<file path="src/whp_pkg.sv">
package whp_pkg;

  typedef enum logic [2:0] {
    PH_RIFF_TAG  = 3'd0,
    PH_RIFF_SIZE = 3'd1,
    PH_WAVE_TAG  = 3'd2,
    PH_CHUNK_HDR = 3'd3,
    PH_FMT_BODY  = 3'd4,
    PH_SKIP      = 3'd5,
    PH_DONE      = 3'd6
  } phase_e;

  typedef enum logic [2:0] {
    ST_OK        = 3'd0,
    ST_BAD_TAG   = 3'd1,
    ST_FMT_SMALL = 3'd2,
    ST_NO_FMT    = 3'd3,
    ST_TRUNC     = 3'd4
  } status_e;

  localparam logic [31:0] TagRiff = 32'h5249_4646;
  localparam logic [31:0] TagWave = 32'h5741_5645;
  localparam logic [31:0] TagFmt  = 32'h666D_7420;
  localparam logic [31:0] TagData = 32'h6461_7461;
  localparam logic [31:0] FmtMin  = 32'd16;

  // Minimum offset of the first data byte in a good file.
  localparam logic [31:0] MinDataOffset = 32'd44;

  typedef struct packed {
    logic [7:0] data_byte;
    logic       first;
    logic       last;
  } in_beat_t;

  typedef struct packed {
    status_e     status;
    logic [15:0] channels;
    logic [31:0] samp_rate;
    logic [15:0] sample_bits;
    logic [31:0] payload_size;
    logic [31:0] payload_offset;
  } out_beat_t;

endpackage

</file>
<file path="src/whp_parse.sv">
module whp_parse (
  input  logic               clk_i,
  input  logic               rst_ni,
  input  logic               step_i,
  input  whp_pkg::in_beat_t  beat_i,
  output logic               res_valid_o,
  output whp_pkg::out_beat_t res_beat_o
);

  whp_pkg::phase_e phase_q, phase_d, b_phase;
  logic [31:0] pos_q, pos_d, b_pos;
  logic [3:0]  cnt_q, cnt_d, b_cnt;
  logic [31:0] tag_q, tag_d, b_tag;
  logic [31:0] size_q, size_d, b_size;
  logic [31:0] skip_q, skip_d, b_skip;
  logic        seen_q, seen_d, b_seen;
  logic [15:0] ch_q, ch_d, b_ch;
  logic [31:0] rate_q, rate_d, b_rate;
  logic [15:0] bits_q, bits_d, b_bits;
  logic        done_q, done_d, b_done;
  logic [7:0]  byte_v;
  logic        hit;
  whp_pkg::status_e st;

  assign byte_v = beat_i.data_byte;

  always_comb begin
    // restart on first, before anything else
    if (beat_i.first) begin
      b_phase = whp_pkg::PH_RIFF_TAG;
      b_pos   = '0;
      b_cnt   = '0;
      b_tag   = '0;
      b_size  = '0;
      b_skip  = '0;
      b_seen  = 1'b0;
      b_ch    = '0;
      b_rate  = '0;
      b_bits  = '0;
      b_done  = 1'b0;
    end else begin
      b_phase = phase_q;
      b_pos   = pos_q;
      b_cnt   = cnt_q;
      b_tag   = tag_q;
      b_size  = size_q;
      b_skip  = skip_q;
      b_seen  = seen_q;
      b_ch    = ch_q;
      b_rate  = rate_q;
      b_bits  = bits_q;
      b_done  = done_q;
    end
  end

  always_comb begin
    phase_d = b_phase;
    pos_d   = b_pos;
    cnt_d   = b_cnt;
    tag_d   = b_tag;
    size_d  = b_size;
    skip_d  = b_skip;
    seen_d  = b_seen;
    ch_d    = b_ch;
    rate_d  = b_rate;
    bits_d  = b_bits;
    done_d  = b_done;
    hit     = 1'b0;
    st      = whp_pkg::ST_OK;
    if (!b_done) begin
      if (b_pos != 32'hFFFF_FFFF) begin
        pos_d = b_pos + 32'd1;
      end
      cnt_d = b_cnt + 4'd1;
      unique case (b_phase)
        whp_pkg::PH_RIFF_TAG, whp_pkg::PH_WAVE_TAG: begin
          tag_d = {b_tag[23:0], byte_v};
          if (cnt_d == 4'd4) begin
            cnt_d = '0;
            if (tag_d != ((b_phase == whp_pkg::PH_RIFF_TAG) ? whp_pkg::TagRiff
                                                            : whp_pkg::TagWave)) begin
              hit = 1'b1;
              st  = whp_pkg::ST_BAD_TAG;
              cnt_d = 4'd4;
            end else if (b_phase == whp_pkg::PH_RIFF_TAG) begin
              phase_d = whp_pkg::PH_RIFF_SIZE;
            end else begin
              phase_d = whp_pkg::PH_CHUNK_HDR;
            end
          end
        end
        whp_pkg::PH_RIFF_SIZE: begin
          if (cnt_d == 4'd4) begin
            cnt_d   = '0;
            phase_d = whp_pkg::PH_WAVE_TAG;
          end
        end
        whp_pkg::PH_CHUNK_HDR: begin
          if (b_cnt < 4'd4) begin
            tag_d = {b_tag[23:0], byte_v};
          end else begin
            size_d = {byte_v, b_size[31:8]};
          end
          if (cnt_d == 4'd8) begin
            cnt_d = '0;
            if (tag_d == whp_pkg::TagFmt) begin
              if (size_d < whp_pkg::FmtMin) begin
                hit = 1'b1;
                st  = whp_pkg::ST_FMT_SMALL;
              end else begin
                phase_d = whp_pkg::PH_FMT_BODY;
              end
            end else if (tag_d == whp_pkg::TagData) begin
              hit = 1'b1;
              st  = b_seen ? whp_pkg::ST_OK : whp_pkg::ST_NO_FMT;
            end else if (size_d != '0) begin
              skip_d  = size_d;
              phase_d = whp_pkg::PH_SKIP;
            end
          end
        end
        whp_pkg::PH_FMT_BODY: begin
          unique case (b_cnt)
            4'd2:    ch_d = {8'h00, byte_v};
            4'd3:    ch_d = {b_ch[15:8] | byte_v, b_ch[7:0]};
            4'd4:    rate_d = {24'h0, byte_v};
            4'd5:    rate_d = {b_rate[31:16], b_rate[15:8] | byte_v, b_rate[7:0]};
            4'd6:    rate_d = {b_rate[31:24], b_rate[23:16] | byte_v, b_rate[15:0]};
            4'd7:    rate_d = {b_rate[31:24] | byte_v, b_rate[23:0]};
            4'd14:   bits_d = {8'h00, byte_v};
            4'd15:   bits_d = {b_bits[15:8] | byte_v, b_bits[7:0]};
            default: ;
          endcase
          if (cnt_d == 4'd0) begin
            seen_d = 1'b1;
            skip_d = b_size - whp_pkg::FmtMin;
            phase_d = (skip_d == '0) ? whp_pkg::PH_CHUNK_HDR : whp_pkg::PH_SKIP;
          end
        end
        whp_pkg::PH_SKIP: begin
          cnt_d = b_cnt;
          if (b_skip != '0) begin
            skip_d = b_skip - 32'd1;
          end
          if (skip_d == '0) begin
            phase_d = whp_pkg::PH_CHUNK_HDR;
            cnt_d   = '0;
          end
        end
        default: begin
          cnt_d = b_cnt;
        end
      endcase
      if (!hit && beat_i.last) begin
        hit = 1'b1;
        st  = whp_pkg::ST_TRUNC;
      end
      if (hit) begin
        done_d  = 1'b1;
        phase_d = whp_pkg::PH_DONE;
      end
    end
  end

  always_comb begin
    res_valid_o = step_i && hit;
    res_beat_o  = '0;
    res_beat_o.status = st;
    if (st == whp_pkg::ST_OK) begin
      res_beat_o.channels       = ch_d;
      res_beat_o.samp_rate      = rate_d;
      res_beat_o.sample_bits    = bits_d;
      res_beat_o.payload_size   = size_d;
      res_beat_o.payload_offset = pos_d;
    end
  end

  always_ff @(posedge clk_i or negedge rst_ni) begin
    if (!rst_ni) begin
      phase_q <= whp_pkg::PH_RIFF_TAG;
      pos_q   <= '0;
      cnt_q   <= '0;
      tag_q   <= '0;
      size_q  <= '0;
      skip_q  <= '0;
      seen_q  <= 1'b0;
      ch_q    <= '0;
      rate_q  <= '0;
      bits_q  <= '0;
      done_q  <= 1'b0;
    end else if (step_i) begin
      phase_q <= phase_d;
      pos_q   <= pos_d;
      cnt_q   <= cnt_d;
      tag_q   <= tag_d;
      size_q  <= size_d;
      skip_q  <= skip_d;
      seen_q  <= seen_d;
      ch_q    <= ch_d;
      rate_q  <= rate_d;
      bits_q  <= bits_d;
      done_q  <= done_d;
    end
  end

endmodule

</file>
<file path="src/wave_header_parser.sv">
// Channel | Direction | Handshake              | Beat
// in      | input     | in_valid_i / in_ready_o  | whp_pkg::in_beat_t (one file byte)
// out     | output    | out_valid_o / out_ready_i | whp_pkg::out_beat_t (one per file)
//
// One byte per cycle sustained unless a waiting result stalls the output; a byte
// passes through the input register and its result, if any, lands in the output register.
// Reset clears the parse state, as if a first byte had been seen.
// A result left waiting in the output register holds the byte in the input
// register; up to one more byte is taken before in_ready_o drops.
module wave_header_parser (
  input  logic               clk_i,
  input  logic               rst_ni,
  input  logic               in_valid_i,
  output logic               in_ready_o,
  input  whp_pkg::in_beat_t  in_beat_i,
  output logic               out_valid_o,
  input  logic               out_ready_i,
  output whp_pkg::out_beat_t out_beat_o
);

  logic               in_valid_q;
  whp_pkg::in_beat_t  in_beat_q;
  logic               out_valid_q;
  whp_pkg::out_beat_t out_beat_q;
  logic               adv;
  logic               res_valid;
  whp_pkg::out_beat_t res_beat;

  assign adv        = in_valid_q && (!out_valid_q || out_ready_i);
  assign in_ready_o = !in_valid_q || adv;

  whp_parse u_parse (
    .clk_i       (clk_i),
    .rst_ni      (rst_ni),
    .step_i      (adv),
    .beat_i      (in_beat_q),
    .res_valid_o (res_valid),
    .res_beat_o  (res_beat)
  );

  always_ff @(posedge clk_i or negedge rst_ni) begin
    if (!rst_ni) begin
      in_valid_q  <= 1'b0;
      out_valid_q <= 1'b0;
    end else begin
      if (in_ready_o) begin
        in_valid_q <= in_valid_i;
      end
      if (adv) begin
        out_valid_q <= res_valid;
      end else if (out_ready_i) begin
        out_valid_q <= 1'b0;
      end
    end
  end

  always_ff @(posedge clk_i) begin
    if (in_ready_o && in_valid_i) begin
      in_beat_q <= in_beat_i;
    end
    if (adv && res_valid) begin
      out_beat_q <= res_beat;
    end
  end

  assign out_valid_o = out_valid_q;
  assign out_beat_o  = out_beat_q;

endmodule

</file>
<file path="config.mk">
export PLATFORM = sky130hd
export DESIGN_NAME = wave_header_parser
export DESIGN_NICKNAME = d
export VERILOG_FILES = /design/src/whp_pkg.sv /design/src/whp_parse.sv /design/src/wave_header_parser.sv
export SDC_FILE = /design/constraint.sdc
export NUM_CORES = 1
export LEC_CHECK = 0
export ABC_CLOCK_PERIOD_IN_PS = 9200
export BUFFER_PORTS_ARGS = -buffer_cell sky130_fd_sc_hd__buf_4
export CAP_MARGIN = 10
export CORE_UTILIZATION = 30
export DETAILED_ROUTE_END_ITERATION = 8
export GPL_TIMING_DRIVEN = 0
export PLACE_DENSITY = 0.44
export SYNTH_ARGS = -nofsm -noshare
export SYNTH_HDL_FRONTEND = slang
export SYNTH_SLANG_ARGS = --single-unit
</file>
<file path="constraint.sdc">
create_clock -name clk_i -period 9.2 [get_ports clk_i]
set_clock_uncertainty 0.05 [all_clocks]
set_input_delay 0.92 -clock clk_i [delete_from_list [all_inputs] [get_ports clk_i]]
set_output_delay 0.92 -clock clk_i [all_outputs]
set_load 0.01 [all_outputs]
</file>
==> flow_summary_export.csv <==
group,metric,value,unit
clock_network,htreeDepth,2,
timing,hold_viol,0,
logic_synthesis,synth_edf_count,141,
worst_setup_path,critPathKind,"flip-flop to flip-flop",
pwr,p_leak,0.00899,uW
finish,areaGrowthSynthToFinish,19.0,%
logic_synthesis,synth-compound-area-share,20.0,%
placed_design,dp.cells,3189,
route,wirelength,86400,microns
timing,period_needed,8.83,ns
logic_synthesis,synth_top_family_by_area,"simple AND/OR/NAND/NOR gates",
pwr,p_per_area,257,nW/um^2
global_route,top_usage_layer,"met2",
logic_synthesis,synthArstFlopShare,59.0,%
timing,slew_headroom,17.2,%
timing,fin_crit_sh,96.0,%
job,maxCapViolations,0,
logic_synthesis,synth.area.mux_share,3.51,%
die,rows,93,
global_route,grt.total_usage,25.6,%
logic_synthesis,yosysTopAreaCell,"dfrtp_1",
route,via_count,18600,
logic_synthesis,avgSynthCellArea,8.95,sq um
global_route,grt_pass1_wl,126000,microns
timing,clock.fmax,113,MHz
logic_synthesis,synth.most_common_cell,"nand2_1",
status,status,"finished, final reports clean",
timing,tightest_slew,1.23,ns
logic_synthesis,netlist_area,19600,sq um
clock_network,clk_latency,0.60,ns
timing,setup_viol,0,
worst_setup_path,r2r.worst_path.cells,18,
global_route,gr-usage-met1,36.9,%
worst_setup_path,worstSetupEndpointType,"flip-flop",
die,die_h,257,microns
worst_setup_path,r2r-start,"in_beat_q[1]",
worst_setup_path,r2r-end,"out_beat_o[113]",
logic_synthesis,yosysUniqueCellTypes,87,
logic_synthesis,syn_nets,2207,
die,initial_utilization,30.3,%
placed_design,io_buffers,146,
worst_setup_path,crit_start,"in_beat_q[1]",
worst_setup_path,start_kind,"flip-flop",
clock_network,root_buffer,"clkbuf_16",
timing,slew_violations,0,
worst_setup_path,crit_arrival,9.13,ns
finish,layoutNonFillerInstCount,3270,
timing,hold-worst-slack,0.169,ns
logic_synthesis,yosysWarnings,0,
clock_network,clk_pin_slew,0.06,ns
worst_hold_path,hold_class,"primary input to asynchronous set/reset pin",
logic_synthesis,synth_xor_xnor_area_share,2.15,%
route,wl_per_cell,26.4,microns
logic_synthesis,netlist_instances,2184,
finish,n_antenna_cell,0,
placed_design,hpwl,62900,microns
global_route,antenna_found_initial,2,
finish,drive_above_1_share,11.7,%
die,die_x,257,microns
route,vias_per_cell,5.70,
route,postRouteAntennaNets,0,
clock_network,postCtsSetupRepairBufs,0,
logic_synthesis,synth-seq-area-share,47.6,%
logic_synthesis,synth-main-ff-cell,"dfrtp_1",
die,die_area,66200,sq um
route,firstDrtPassIters,6,
clock_network,tritoncts,"built",
finish,layout.nets,2402,
global_route,grt_use_met2,39.2,%
worst_setup_path,cp_max_fo,19,
pwr,ir_drop,146,uV
logic_synthesis,synthAdderAreaFrac,0.576,%
worst_setup_path,rrSetupSlack,0.37,ns
clock_network,cts_buffer_depth,3,
finish,n_fill_cell,6719,
global_route,grt_max_degree,96,
die,pin_count,147,
logic_synthesis,synthSimpleGateAreaFrac,22.0,%
logic_synthesis,synth-seq-cells,344,
global_route,grt_pass1_vias,17700,
clock_network,cts.sinks,344,
clock_network,cts_buffers,44,
route,drc,0,
route,drt_iter0_drc,2202,
worst_setup_path,worstPathRequired,9.50,ns
global_route,grt_util_met3,4.14,%
logic_synthesis,synthTopCellsByArea,"dfrtp_1, edfxtp_1, nand2_1",
logic_synthesis,synth.top_cell.area_share,26.0,%
timing,rsz0062_at_grt,"false",
die,core_area,64500,sq um
logic_synthesis,synth_common_cells,"nand2_1, nor2_1, o21ai_0, dfrtp_1, clkbuf_1",
placed_design,gp_congestion,0.985,
global_route,grt-ovfl-total,0,
==> worst max-delay path by stage <==
stage                                  to  cells past startpoint  slack (ns)
final                     out_beat_o[113]                     18        0.37
after global routing      out_beat_o[113]                     18        0.15
after CTS                 out_beat_o[113]                     19        0.06
after detailed placement  out_beat_o[113]                     19        0.05
after global placement     out_beat_o[56]                     17       -2.51
after floorplan             out_beat_o[0]                     17        2.26
==> power by group <==
part           total, uW  leakage [uW]  switching [uW]  internal (uW)
Combinational       2240       0.00420            1560            674
Clock               1740      0.000700             729           1010
Sequential          2010       0.00410             203           1800
Total               5980       0.00899            2490           3490
==> cells by family after synthesis <==
group           after synthesis
compound gates              603
xor+xnor                     48
fa+ha+maj                     9
buf+inv                     208
flops                       344
mux                          67
simple gates                905
==> through the flow <==
| stage | cell area, sq um | worst slack [ns] | TNS, ns | util, % | power (uW) |
|---|---|---|---|---|---|
| 2_1_floorplan | 19600 | 2.26 | 0 | - | 3320 |
| 3_3_place_gp | 21700 | -2.51 | -323.33 | 33.7 | 4200 |
| 3_5_place_dp | 21800 | 0.0524 | 0 | 33.8 | 4190 |
| 4_1_cts | 23300 | 0.0572 | 0 | 36.1 | 5950 |
| 5_1_grt | 23300 | 0.148 | 0 | 36.1 | 6230 |
| 6_report | 23300 | 0.372 | 0 | 36.1 | 5980 |
==> routing by layer <==
layer	routed length (microns)	vias up
li1	-	8358
met1	39600	9301
met2	38000	837
met3	6200	151
met4	2600	0
met5	0	-
==> cell usage in the layout (no fill, tap or decap), types with 30 or more instances in the layout <==
| cell type | synthesis | layout |
|---|---|---|
| a21oi_1 | 101 | 101 |
| a22o_1 | 37 | 37 |
| a22oi_1 | 76 | 76 |
| buf_4 | 0 | 145 |
| clkbuf_1 | 148 | 158 |
| clkbuf_16 | 0 | 44 |
| dfrtp_1 | 203 | 203 |
| edfxtp_1 | 141 | 141 |
| mux2i_1 | 55 | 55 |
| nand2_1 | 337 | 337 |
| nand4_1 | 31 | 31 |
| nor2_1 | 254 | 254 |
| nor3_1 | 52 | 52 |
| nor4_1 | 30 | 30 |
| o21ai_0 | 207 | 206 |
| xnor2_1 | 31 | 31 |
==> timing repair <==
action	CTS	global route
endpoints found under the hold margin	0	0
gates resized for setup	0	4
setup endpoints to repair	0	143
hold buffers	0	0
==> critical path: stages, from the launching register on <==
cell             delay (ns)
edfxtp_1               0.35
buf_2                  0.23
buf_2                  0.28
clkinv_1               0.58
clkbuf_1               0.72
clkbuf_1               0.61
clkbuf_1               0.79
clkdlybuf4s15_1        0.90
nand2_1                0.26
inv_1                  0.16
ha_1                   0.16
clkbuf_1               0.38
nand3b_1               0.21
or4_1                  0.62
a21o_1                 0.23
a31oi_2                0.68
clkdlybuf4s15_1        0.89
buf_2                  0.36
nor2_1                 0.09
==> state kept, by name, summed over array words and instances, names as in the netlist <==
signal           flops
u_parse.cnt_q        4
u_parse.pos_q       32
u_parse.rate_q      32
u_parse.seen_q       1
out_beat_o         131
u_parse.done_q       1
u_parse.ch_q        16
u_parse.phase_q      3
out_valid_o          1
u_parse.skip_q      32
in_beat_q           10
u_parse.tag_q       32
in_valid_q           1
u_parse.size_q      32
u_parse.bits_q      16
==> final cells by class <==
class / count / area [sq um] / area share, %
Buffer: 186 / 746 / 3.21
Clock buffer: 61 / 1200 / 5.18
Clock inverter: 21 / 231 / 0.995
Inverter: 21 / 83.8 / 0.360
Multi-Input combinational cell: 1632 / 9420 / 40.5
Sequential cell: 344 / 9310 / 40.0
Tap cell: 855 / 1070 / 4.60
Timing Repair Buffer: 150 / 1190 / 5.12
(Power assumes the default switching activity.)
